## src/sv/cgd_pkg.sv

```systemverilog
// Package for the cell-grid difference decoder: parse phases, result kinds,
// status codes, register indexes and the result item struct. No dependencies.
package cgd_pkg;

  localparam int unsigned MaxCharsPerCell = 4;
  localparam int unsigned CharCntW = $clog2(MaxCharsPerCell + 1);
  localparam logic [31:0] FrameMagic = 32'h4b4d5831;
  localparam logic [20:0] CodepointMax = 21'h10ffff;
  localparam int unsigned QueueDepth = 4;
  localparam int unsigned QueuePtrW = $clog2(QueueDepth);

  typedef enum logic [4:0] {
    PH_MAGIC, PH_ROWS, PH_COLS, PH_CROW, PH_CCOL, PH_FLAGS, PH_CHANGED, PH_ROW,
    PH_RUNS, PH_RCOL, PH_RLEN, PH_ATTRS, PH_UL, PH_WID, PH_FG, PH_BG, PH_CHARS,
    PH_CP
  } phase_e;

  typedef enum logic [2:0] {
    KIND_SIZE  = 3'd0,
    KIND_CELL  = 3'd1,
    KIND_CP    = 3'd2,
    KIND_END   = 3'd3,
    KIND_ERROR = 3'd4
  } kind_e;

  typedef enum logic [1:0] {
    ST_OK        = 2'd0,
    ST_TRUNCATED = 2'd1,
    ST_PROTOCOL  = 2'd2
  } status_e;

  localparam logic [7:0] RegMaxDim = 8'd0;
  localparam logic [7:0] RegMaxKind = 8'd1;

  typedef struct packed {
    logic        message_done;
    logic [1:0]  status;
    logic        cursor_shown;
    logic [20:0] char_value;
    logic [31:0] bg_color;
    logic [31:0] fg_color;
    logic [7:0]  glyph_width;
    logic [7:0]  underline;
    logic [15:0] attrs;
    logic [15:0] col;
    logic [15:0] row;
    logic [2:0]  kind;
  } result_t;

  // Front to queue: up to two results per byte.
  typedef struct packed {
    logic    valid0;
    logic    valid1;
    result_t res0;
    result_t res1;
  } pair_t;

endpackage

```

## src/sv/cgd_front.sv

```systemverilog
// Front end of the decoder: varint gathering, field parsing and bounds checks.
// One byte per cycle while step_i is high, up to two results. Depends on cgd_pkg.
module cgd_front (
  input  logic            clk_i,
  input  logic            rst_ni,
  input  logic            step_i,
  input  logic [7:0]      byte_i,
  input  logic            last_i,
  input  logic [15:0]     max_dim_i,
  input  logic [7:0]      max_kind_i,
  output cgd_pkg::pair_t  pair_o
);
  import cgd_pkg::*;

  phase_e      phase_q, phase_d;
  logic [1:0]  bcnt_q, bcnt_d;
  logic [63:0] acc_q, acc_d;
  logic [6:0]  shift_q, shift_d;
  logic [15:0] rows_q, rows_d, cols_q, cols_d;
  logic [63:0] crow_q, crow_d, ccol_q, ccol_d;
  logic [15:0] rows_left_q, rows_left_d, runs_left_q, runs_left_d;
  logic [15:0] cells_left_q, cells_left_d;
  logic [CharCntW-1:0] chars_left_q, chars_left_d;
  logic [15:0] cur_row_q, cur_row_d, cur_col_q, cur_col_d;
  logic [15:0] attrs_q, attrs_d;
  logic [7:0]  ul_q, ul_d, wid_q, wid_d;
  logic [31:0] fg_q, fg_d, bg_q, bg_d;
  logic        vis_q, vis_d;
  logic        failed_q, failed_d;

  logic        is_var, have, done;
  logic [1:0]  err;
  logic [63:0] v;
  logic [63:0] part;
  logic [31:0] col_shift;
  logic [16:0] col_room;
  logic [15:0] col_next;
  result_t     r0, r1, rz;
  logic        e0;
  logic        restart;

  always_comb begin
    is_var = (phase_q inside {[PH_ROWS:PH_CCOL], [PH_CHANGED:PH_ATTRS], PH_CHARS, PH_CP});
    part = 64'(byte_i[6:0]) << shift_q[5:0];
    col_shift = {fg_q[23:0], byte_i};
    col_room = 17'(cols_q) - 17'(cur_col_q);
    col_next = cur_col_q + 16'd1;
  end

  always_comb begin
    phase_d = phase_q; bcnt_d = bcnt_q; acc_d = acc_q; shift_d = shift_q;
    rows_d = rows_q; cols_d = cols_q; crow_d = crow_q; ccol_d = ccol_q;
    rows_left_d = rows_left_q; runs_left_d = runs_left_q;
    cells_left_d = cells_left_q; chars_left_d = chars_left_q;
    cur_row_d = cur_row_q; cur_col_d = cur_col_q; attrs_d = attrs_q;
    ul_d = ul_q; wid_d = wid_q; fg_d = fg_q; bg_d = bg_q; vis_d = vis_q;
    failed_d = failed_q;
    have = 1'b1; done = 1'b0; err = ST_OK; v = '0;
    rz = '0; r0 = '0; r1 = '0; e0 = 1'b0; restart = 1'b0;

    if (failed_q) begin
      have = 1'b0;
      if (last_i) begin
        failed_d = 1'b0; restart = 1'b1;
      end
    end else if (is_var) begin
      if (shift_q > 7'd63) begin
        err = ST_PROTOCOL;
      end else if (byte_i[7]) begin
        acc_d = acc_q | part; shift_d = shift_q + 7'd7; have = 1'b0;
      end else begin
        v = acc_q | part; acc_d = '0; shift_d = '0;
      end
    end

    if (!failed_q && err == ST_OK && have) begin
      case (phase_q)
        PH_MAGIC: begin
          acc_d = {32'd0, acc_q[23:0], byte_i};
          if (bcnt_q == 2'd3) begin
            bcnt_d = '0;
            if (acc_d[31:0] != FrameMagic) err = ST_PROTOCOL;
            else begin
              acc_d = '0; phase_d = PH_ROWS;
            end
          end else bcnt_d = bcnt_q + 2'd1;
        end
        PH_ROWS: begin
          if (v > 64'(max_dim_i)) err = ST_PROTOCOL;
          else begin
            rows_d = v[15:0]; phase_d = PH_COLS;
          end
        end
        PH_COLS: begin
          if (v > 64'(max_dim_i) || v == '0 || rows_q == '0) err = ST_PROTOCOL;
          else begin
            cols_d = v[15:0]; phase_d = PH_CROW;
          end
        end
        PH_CROW: begin
          crow_d = v; phase_d = PH_CCOL;
        end
        PH_CCOL: begin
          ccol_d = v; phase_d = PH_FLAGS;
        end
        PH_FLAGS: begin
          vis_d = byte_i[0];
          if (crow_q >= 64'(rows_q) || ccol_q >= 64'(cols_q)) err = ST_PROTOCOL;
          else begin
            e0 = 1'b1;
            r0.kind = KIND_SIZE; r0.row = rows_q; r0.col = cols_q;
            phase_d = PH_CHANGED;
          end
        end
        PH_CHANGED: begin
          if (v > 64'(rows_q)) err = ST_PROTOCOL;
          else begin
            rows_left_d = v[15:0];
            if (v == '0) done = 1'b1;
            else phase_d = PH_ROW;
          end
        end
        PH_ROW: begin
          if (v >= 64'(rows_q)) err = ST_PROTOCOL;
          else begin
            cur_row_d = v[15:0]; rows_left_d = rows_left_q - 16'd1; phase_d = PH_RUNS;
          end
        end
        PH_RUNS: begin
          if (v > 64'(cols_q)) err = ST_PROTOCOL;
          else begin
            runs_left_d = v[15:0];
            if (v != '0) phase_d = PH_RCOL;
            else if (rows_left_q != '0) phase_d = PH_ROW;
            else done = 1'b1;
          end
        end
        PH_RCOL: begin
          if (v >= 64'(cols_q)) err = ST_PROTOCOL;
          else begin
            cur_col_d = v[15:0]; runs_left_d = runs_left_q - 16'd1; phase_d = PH_RLEN;
          end
        end
        PH_RLEN: begin
          if (v > 64'(col_room)) err = ST_PROTOCOL;
          else begin
            cells_left_d = v[15:0]; phase_d = PH_ATTRS;
          end
        end
        PH_ATTRS: begin
          if (v > 64'hffff) err = ST_PROTOCOL;
          else begin
            attrs_d = v[15:0]; phase_d = PH_UL;
          end
        end
        PH_UL: begin
          ul_d = byte_i; phase_d = PH_WID;
        end
        PH_WID: begin
          wid_d = byte_i; bcnt_d = '0; phase_d = PH_FG;
        end
        PH_FG: begin
          fg_d = col_shift;
          if (bcnt_q == 2'd3) begin
            bcnt_d = '0;
            if (col_shift[31:24] > max_kind_i) err = ST_PROTOCOL;
            else phase_d = PH_BG;
          end else bcnt_d = bcnt_q + 2'd1;
        end
        PH_BG: begin
          bg_d = {bg_q[23:0], byte_i};
          if (bcnt_q == 2'd3) begin
            bcnt_d = '0;
            if (bg_d[31:24] > max_kind_i || cells_left_q == '0) err = ST_PROTOCOL;
            else phase_d = PH_CHARS;
          end else bcnt_d = bcnt_q + 2'd1;
        end
        PH_CHARS: begin
          if (v > 64'(MaxCharsPerCell)) err = ST_PROTOCOL;
          else begin
            cells_left_d = cells_left_q - 16'd1;
            e0 = 1'b1;
            r0.kind = KIND_CELL; r0.row = cur_row_q; r0.col = cur_col_q;
            r0.attrs = attrs_q; r0.underline = ul_q; r0.glyph_width = wid_q;
            r0.fg_color = fg_q; r0.bg_color = bg_q; r0.char_value = v[20:0];
            chars_left_d = v[CharCntW-1:0];
            if (v == '0) begin
              cur_col_d = col_next;
              if (cells_left_d != '0) phase_d = PH_CHARS;
              else if (runs_left_q != '0) phase_d = PH_RCOL;
              else if (rows_left_q != '0) phase_d = PH_ROW;
              else done = 1'b1;
            end else phase_d = PH_CP;
          end
        end
        PH_CP: begin
          if (v > 64'(CodepointMax)) err = ST_PROTOCOL;
          else begin
            e0 = 1'b1;
            r0.kind = KIND_CP; r0.row = cur_row_q; r0.col = cur_col_q;
            r0.char_value = v[20:0];
            chars_left_d = chars_left_q - CharCntW'(1);
            if (chars_left_d == '0) begin
              cur_col_d = col_next;
              if (cells_left_q != '0) phase_d = PH_CHARS;
              else if (runs_left_q != '0) phase_d = PH_RCOL;
              else if (rows_left_q != '0) phase_d = PH_ROW;
              else done = 1'b1;
            end
          end
        end
        default: err = ST_PROTOCOL;
      endcase
    end

    if (!failed_q) begin
      r1 = rz;
      if (err != ST_OK) begin
        r1.kind = KIND_ERROR; r1.status = err; r1.message_done = 1'b1;
        restart = 1'b1;
        if (!last_i) failed_d = 1'b1;
      end else if (done) begin
        if (last_i) begin
          r1.kind = KIND_END; r1.row = crow_q[15:0]; r1.col = ccol_q[15:0];
          r1.cursor_shown = vis_d; r1.message_done = 1'b1;
        end else begin
          r1.kind = KIND_ERROR; r1.status = ST_PROTOCOL; r1.message_done = 1'b1;
          failed_d = 1'b1;
        end
        restart = 1'b1;
      end else if (last_i) begin
        r1.kind = KIND_ERROR; r1.status = ST_TRUNCATED; r1.message_done = 1'b1;
        restart = 1'b1;
      end
    end

    if (restart) begin
      phase_d = PH_MAGIC; bcnt_d = '0; acc_d = '0; shift_d = '0;
      rows_d = '0; cols_d = '0; crow_d = '0; ccol_d = '0;
      rows_left_d = '0; runs_left_d = '0; cells_left_d = '0; chars_left_d = '0;
      cur_row_d = '0; cur_col_d = '0; attrs_d = '0; ul_d = '0; wid_d = '0;
      fg_d = '0; bg_d = '0; vis_d = 1'b0;
    end

    // Pack: cell/size/cp result first, then the closing result if any.
    pair_o.res0 = e0 ? r0 : r1;
    pair_o.res1 = r1;
    pair_o.valid0 = step_i && (e0 || (!failed_q && (restart || err != ST_OK)));
    pair_o.valid1 = step_i && e0 && !failed_q && restart;
  end

  always_ff @(posedge clk_i or negedge rst_ni) begin
    if (!rst_ni) begin
      phase_q <= PH_MAGIC; bcnt_q <= '0; acc_q <= '0; shift_q <= '0;
      rows_q <= '0; cols_q <= '0; crow_q <= '0; ccol_q <= '0;
      rows_left_q <= '0; runs_left_q <= '0; cells_left_q <= '0; chars_left_q <= '0;
      cur_row_q <= '0; cur_col_q <= '0; attrs_q <= '0; ul_q <= '0; wid_q <= '0;
      fg_q <= '0; bg_q <= '0; vis_q <= 1'b0; failed_q <= 1'b0;
    end else if (step_i) begin
      phase_q <= phase_d; bcnt_q <= bcnt_d; acc_q <= acc_d; shift_q <= shift_d;
      rows_q <= rows_d; cols_q <= cols_d; crow_q <= crow_d; ccol_q <= ccol_d;
      rows_left_q <= rows_left_d; runs_left_q <= runs_left_d;
      cells_left_q <= cells_left_d; chars_left_q <= chars_left_d;
      cur_row_q <= cur_row_d; cur_col_q <= cur_col_d; attrs_q <= attrs_d;
      ul_q <= ul_d; wid_q <= wid_d; fg_q <= fg_d; bg_q <= bg_d; vis_q <= vis_d;
      failed_q <= failed_d;
    end
  end

endmodule

```

## src/sv/cgd_queue.sv

```systemverilog
// Result queue between parser and output: takes up to two items per cycle,
// gives one while ready_i is high. Depends on cgd_pkg.
module cgd_queue (
  input  logic             clk_i,
  input  logic             rst_ni,
  input  cgd_pkg::pair_t   pair_i,
  output logic             room2_o,
  output logic             valid_o,
  input  logic             ready_i,
  output cgd_pkg::result_t res_o
);
  import cgd_pkg::*;

  result_t mem_q [QueueDepth];
  logic [QueuePtrW-1:0] wr_q, wr_d, rd_q, rd_d;
  logic [QueuePtrW:0]   cnt_q, cnt_d;
  logic pop;
  logic [QueuePtrW:0] nin;

  always_comb begin
    pop = valid_o && ready_i;
    nin = (QueuePtrW + 1)'(pair_i.valid0) + (QueuePtrW + 1)'(pair_i.valid1);
    wr_d = wr_q + QueuePtrW'(nin);
    rd_d = rd_q + QueuePtrW'(pop);
    cnt_d = cnt_q + nin - (QueuePtrW + 1)'(pop);
    valid_o = cnt_q != '0;
    res_o = mem_q[rd_q];
    room2_o = cnt_q <= (QueuePtrW + 1)'(QueueDepth - 2);
  end

  always_ff @(posedge clk_i) begin
    if (pair_i.valid0) mem_q[wr_q] <= pair_i.res0;
    if (pair_i.valid1) mem_q[wr_q + QueuePtrW'(1)] <= pair_i.res1;
  end

  always_ff @(posedge clk_i or negedge rst_ni) begin
    if (!rst_ni) begin
      wr_q <= '0; rd_q <= '0; cnt_q <= '0;
    end else begin
      wr_q <= wr_d; rd_q <= rd_d; cnt_q <= cnt_d;
    end
  end

endmodule

```

## src/sv/cell_grid_diff_decoder.sv

```systemverilog
// Top level of the cell-grid difference decoder: config registers, parser
// front end and result queue. Depends on cgd_pkg, cgd_front, cgd_queue.
//
//  channel | direction | handshake             | payload
//  s_axis  | in        | s_axis_tvalid/tready  | tdata byte_value, tlast last
//  m_axis  | out       | m_axis_tvalid/tready  | tdata fields (see port), tuser kind,
//          |           |                       | tlast message_done
//  cfg     | in        | cfg_valid_i/ready_o   | cfg_index_i, cfg_data_i
//
// One byte is accepted per cycle while the queue has room; each byte yields
// zero, one or two results, which enter a four-entry queue. Input stalls only
// when the queue has fewer than two free entries. Results pass through the
// queue registers before they appear on m_axis. Reset clears parser state and
// empties the queue; max_dimension returns to 4096 and max_color_kind to 2.
module cell_grid_diff_decoder (
  input  logic         clk_i,
  input  logic         rst_ni,
  input  logic         s_axis_tvalid,
  output logic         s_axis_tready,
  input  logic [7:0]   s_axis_tdata,   // byte_value
  input  logic         s_axis_tlast,   // last
  output logic         m_axis_tvalid,
  input  logic         m_axis_tready,
  // row[15:0], col[31:16], attrs[47:32], underline[55:48], glyph_width[63:56],
  // fg_color[95:64], bg_color[127:96], char_value[148:128], cursor_shown[149],
  // status[151:150]
  output logic [151:0] m_axis_tdata,
  output logic [2:0]   m_axis_tuser,   // kind
  output logic         m_axis_tlast,   // message_done
  input  logic         cfg_valid_i,
  output logic         cfg_ready_o,
  input  logic [7:0]   cfg_index_i,
  input  logic [15:0]  cfg_data_i
);
  import cgd_pkg::*;

  logic [15:0] max_dim_q;
  logic [7:0]  max_kind_q;
  logic        room2, step;
  pair_t       pair;
  result_t     res;

  assign cfg_ready_o = 1'b1;
  assign s_axis_tready = room2;
  assign step = s_axis_tvalid && room2;

  // Writes to any other index are dropped.
  always_ff @(posedge clk_i or negedge rst_ni) begin
    if (!rst_ni) begin
      max_dim_q <= 16'd4096;
      max_kind_q <= 8'd2;
    end else if (cfg_valid_i) begin
      if (cfg_index_i == RegMaxDim) max_dim_q <= cfg_data_i;
      else if (cfg_index_i == RegMaxKind) max_kind_q <= cfg_data_i[7:0];
    end
  end

  cgd_front u_front (
    .clk_i, .rst_ni, .step_i(step), .byte_i(s_axis_tdata), .last_i(s_axis_tlast),
    .max_dim_i(max_dim_q), .max_kind_i(max_kind_q), .pair_o(pair)
  );

  cgd_queue u_queue (
    .clk_i, .rst_ni, .pair_i(pair), .room2_o(room2),
    .valid_o(m_axis_tvalid), .ready_i(m_axis_tready), .res_o(res)
  );

  assign m_axis_tuser = res.kind;
  assign m_axis_tlast = res.message_done;
  assign m_axis_tdata = {res.status, res.cursor_shown, res.char_value, res.bg_color,
                         res.fg_color, res.glyph_width, res.underline, res.attrs,
                         res.col, res.row};

endmodule
```

## config.mk

```make
export PLATFORM = sky130hd
export DESIGN_NAME = cell_grid_diff_decoder
export DESIGN_NICKNAME = d
export VERILOG_FILES = /design/src/sv/cgd_pkg.sv /design/src/sv/cgd_front.sv /design/src/sv/cgd_queue.sv /design/src/sv/cell_grid_diff_decoder.sv
export SDC_FILE = /design/constraint.sdc
export NUM_CORES = 2
export LEC_CHECK = 0
export BUFFER_PORTS_ARGS = -buffer_cell sky130_fd_sc_hd__buf_2
export CORE_MARGIN = 1.5
export CORE_UTILIZATION = 65
export DETAILED_ROUTE_END_ITERATION = 10
export PLACE_DENSITY = 0.84
export SLEW_MARGIN = 20
export SYNTH_ARGS = -nofsm -noshare
export SYNTH_HDL_FRONTEND = slang
export SYNTH_SLANG_ARGS = --single-unit
```

## constraint.sdc

```tcl
create_clock -name clk_i -period 15.96 [get_ports clk_i]
set_input_delay 1.596 -clock clk_i [delete_from_list [all_inputs] [get_ports clk_i]]
set_output_delay 1.596 -clock clk_i [all_outputs]
set_load 0.005 [all_outputs]
```

==> summary.md <==
After synthesis, the cell types taking the most area are dfrtp_1, dfxtp_1, edfxtp_1. Setup repair after global routing left no endpoint under its margin. The tools report the leakage power total as 0.0258 uW.

The die is 294 um wide. The tools report the critical path startpoint category as a primary input. For the first-pass GRT wire length, the log shows 275000 um. In the synthesized netlist, the cells that appear most often are nand2_1, nor2_1, a21oi_1. For the worst hold-check slack, the log shows 0.454 ns. The count of endpoints failing setup in the final report is 0, and the highest attainable clock frequency is 103 MHz.

Clock latency on the worst-skew pair, taken at its later pin, is 0.71 ns. In this run the number of H-tree levels came out at 3. The critical path goes through buf_2 > mux2i_1 > mux2i_1 > a2bb2oi_1 > nor2_1 > o21ai_0 > inv_1 > ha_1 > a21oi_1 > o21ai_0 > a221oi_1 > a21oi_1 > a221oi_1 > o211ai_1 > a2111oi_0 > o21ai_1 > o31a_2 > buf_4 > nor2_4 > buf_4 > nand3_1 > o22ai_1.

The number of DRC violations after detailed-routing iteration 0 came out at 6966. The die area came out at 0.0864 mm2. The final critical path takes up 61.1% of the cycle. For the pin with the worst max-slew slack, the measured transition is 1.32 ns. The routed length per placed instance is 26.0 um.

The dominant delay contributor by cell family on the critical path was compound AO/OA/AOI/OAI gates. For this run, the number of standard cells in the final layout without fillers is 6999. In this run the post-CTS setup repair buffer count came out at 0. The average cell area after synthesis is 9.46 um2, and the floorplan row count is 106. The flow ran to the end, and the final reports show no timing, DRC or antenna violations. For this design, the CTS-stage hold fixing added 0 buffers. Of all nets on the critical path, the largest fanout is 35. The synthesized netlist contains 108 unique library cells. The maximum number of pins on one net before global-route repair was 127; the last weighted congestion value of the routability-driven placer was 1.00. Shortest period the worst path allows: 9.75 ns. The logs give 6007 for the net count after synthesis and 5990 uW for the cell-internal power. In the post-route analysis, the smallest setup slack over all paths is 6.21 ns. After detailed placement, the design holds a cell count of 6792. The minimum setup slack after placement was 5.92 ns.

The final-layout setup total negative slack is 0 ns. For the area of the mapped netlist, the log shows 0.0550 mm2. For this run, asynchronously set or reset flops after synthesis account for 41.9%. The start-to-end type of the worst setup path was primary input to register. The run gives 0.0837 mm2 as the placeable core region. The synthesized design contains 1074 register bits. Of the synthesized area, sequential elements account for 46.0%. The required time reported for the critical path endpoint is 16.52 ns, and the clock slew at the register clock pins of the worst setup and hold paths is 0.07 ns.

For the number of CTS-inserted buffers, the log shows 106. For this design the top-level I/O count stands at 197. The height of the die works out to 294 um.

Summed over all layers, the global routing overflow is 0. For this run, the leading register cell type out of synthesis is dfxtp_1. The final HPWL from detailed placement came out at 116000 um. Max-cap violations in this run came to 0. For this configuration, the core starts out at a cell density of 65.7%. The number of buffers added on ports is 195, and the total count of max-transition violations in the final report is 0.

The run gives 12.2% as the worst slew margin relative to its limit. On the critical path, the stage with the largest delay is an instance of nor2_4. Cells with a size suffix above 1 make up 12.5% of the layout. TritonCTS built the clock tree.

The post-detailed-route DRC marker count was 0; the largest buffer count on any clock path was 3. The tightest min-delay check is of the register to register type. For this run, the total global-route usage over all layers was measured as 41.3%. The routed design has 182000 um of wire.

The number of gates resized after CTS was 0. Data arrives at the worst endpoint at 10.31 ns. Net switching is 44.2% of the power. The worst setup skew after layout is 0.0508 ns, and the via count of the first global-routing pass is 46.2k. The logs give 5818 for the gate count of the mapped netlist and 0 for the number of warnings reported in the yosys synthesis log. The tools report the relative contribution of the clock network to total power as 24.4%. The top cell type by area accounts for 20.4% of the synthesized area. Clock tree synthesis selected as its root buffer the cell clkbuf_16.

Overall power consumption after layout is estimated at 10700 uW. Cell with the most instances after synthesis: nand2_1. The clock net in this run drives a total of 1074 sinks. In the final design database the tool counted 5957 nets. Nature of the critical path endpoint: a register. In this run the remaining antenna-violating nets after routing total 0.

Number of antenna violations at the first check in global routing: 11. The number of endpoints with negative hold slack in the final report is 0, and the proportion of power drawn by combinational gates is 43.7%. The power per unit of standard cell area was 178 mW/mm2. The largest single stage delay on the critical path is 0.83 ns. Counting flops with a built-in enable in the synthesized netlist gives 156. The sum of buffers and inverters on the critical path is 4. The biggest area contributor in the post-synthesis netlist is dfrtp_1.

From synthesis to final layout, the design area changed by 9.24%. The tools report the count of vias placed by the detailed router as 48.3k. Before antenna repair, the detailed router went through 8 iterations. Summed over all nets, the switching power comes to 4740 uW. After detailed routing, the number of vias per cell comes to 6.90. The tools report the proportion of power drawn by flip-flops and latches as 31.8%. The worst-case IR drop observed on VDD is 0.141 mV.
[cells by family after synthesis]
group | Yosys count | share of synthesized area, %
compound gates | 1571 | 17.8
xor+xnor | 19 | 0.302
fa+ha+maj | 151 | 3.46
buf+inv | 599 | 4.76
flops | 1074 | 46.0
mux | 446 | 11.8
other cells | 1 | 0.00682
simple gates | 1957 | 15.9
[layout by cell type, fill, tap and decap left out, types with 148 or more instances in the layout]
| master | netlist | final |
|---|---|---|
| mux2i_1 | 245 | 245 |
| ha_1 | 149 | 149 |
| nand2_1 | 909 | 906 |
| inv_1 | 150 | 149 |
| a21oi_1 | 490 | 487 |
| o21ai_0 | 360 | 360 |
| nor2_1 | 505 | 499 |
| o21ai_1 | 149 | 148 |
| edfxtp_1 | 156 | 156 |
| dfrtp_1 | 448 | 446 |
| dfxtp_1 | 468 | 468 |
| mux4_2 | 158 | 158 |
| buf_2 | 70 | 194 |
[sequential cells by signal (all words and copies together), names as in the netlist, 5 cells and up]
signal and count:
u_queue.mem_q 624, u_front.acc_q 64, u_front.ccol_q 64, u_front.crow_q 64
u_front.bg_q 32, u_front.fg_q 32, max_dim_q 16, u_front.attrs_q 16
u_front.cells_left_q 16, u_front.cols_q 16, u_front.cur_col_q 16, u_front.cur_row_q 16
u_front.rows_left_q 16, u_front.rows_q 16, u_front.runs_left_q 16, max_kind_q 8
u_front.ul_q 8, u_front.wid_q 8, u_front.shift_q 7, u_front.phase_q 5
[layer usage]
metal  share of wire (%)  wire [um]  global-route usage [%]  vias up
met5               0.015         28                       0        -
met4                 6.2      11300                    22.7        4
met3                  11      20900                    8.00      741
met2                  45      81100                    63.1     3468
met1                  38      68400                    55.7    23302
li1                    -          -                       -    20810
[layout make-up]
cell class | instances | area, um2
Antenna cell | 8 | 20.0
Clock inverter | 42 | 489
Sequential cell | 1074 | 25300
Multi-Input combinational cell | 4145 | 27300
Tap cell | 1134 | 1420
Fill cell | 5872 | 23600
Timing Repair Buffer | 289 | 1740
Inverter | 152 | 573
Clock buffer | 155 | 3200
[worst paths after layout]
kind | start | end | slack (ns) | cells after the start
min in group asynchronous | rst_ni | u_front.ccol_q[47]$_DFFE_PN0P_ | 0.98 | 1
max in group asynchronous | rst_ni | u_queue.rd_q[1]$_DFF_PN0_ | 12.50 | 3
worst max register to register | u_front.phase_q[1]$_DFFE_PN0P_ | u_front.cur_col_q[11]$_DFFE_PN0P_ | 6.41 | 23
worst max-delay path | s_axis_tdata[0] | u_front.cur_col_q[11]$_DFFE_PN0P_ | 6.21 | 22
worst min register to register | u_queue.mem_q[0][124]$_SDFFE_PP0P_ | u_queue.mem_q[0][124]$_SDFFE_PP0P_ | 0.45 | 2
worst min-delay path | u_queue.mem_q[0][124]$_SDFFE_PP0P_ | u_queue.mem_q[0][124]$_SDFFE_PP0P_ | 0.45 | 2
[power groups by stage]
stage / registers (uW) / clock network (uW) / logic (uW)
3_5_place_dp: 3450 / 0 / 4480
6_report: 3420 / 2620 / 4690
5_1_grt: 3440 / 2720 / 4960
3_3_place_gp: 3430 / 0 / 4420
2_1_floorplan: 3270 / 0 / 3120
4_1_cts: 3400 / 2610 / 4520
[worst register-to-register path: cells and delay by family (launching register included)]
kind | cells | cell delay, ns
adders and majority gates | 1 | 0.37
DFF | 1 | 0.37
buffers and inverters | 5 | 2.00
and+or+nand+nor | 5 | 3.17
AOI/OAI and AO/OA | 12 | 3.50
[stage by stage]
step / area, um2 / util (%)
5_1_grt: 60100 / 71.8
6_report: 60100 / 71.8
3_3_place_gp: 56400 / 67.3
4_1_cts: 60000 / 71.8
2_1_floorplan: 55000 / -
3_5_place_dp: 56400 / 67.3
(Power assumes the default switching activity.)
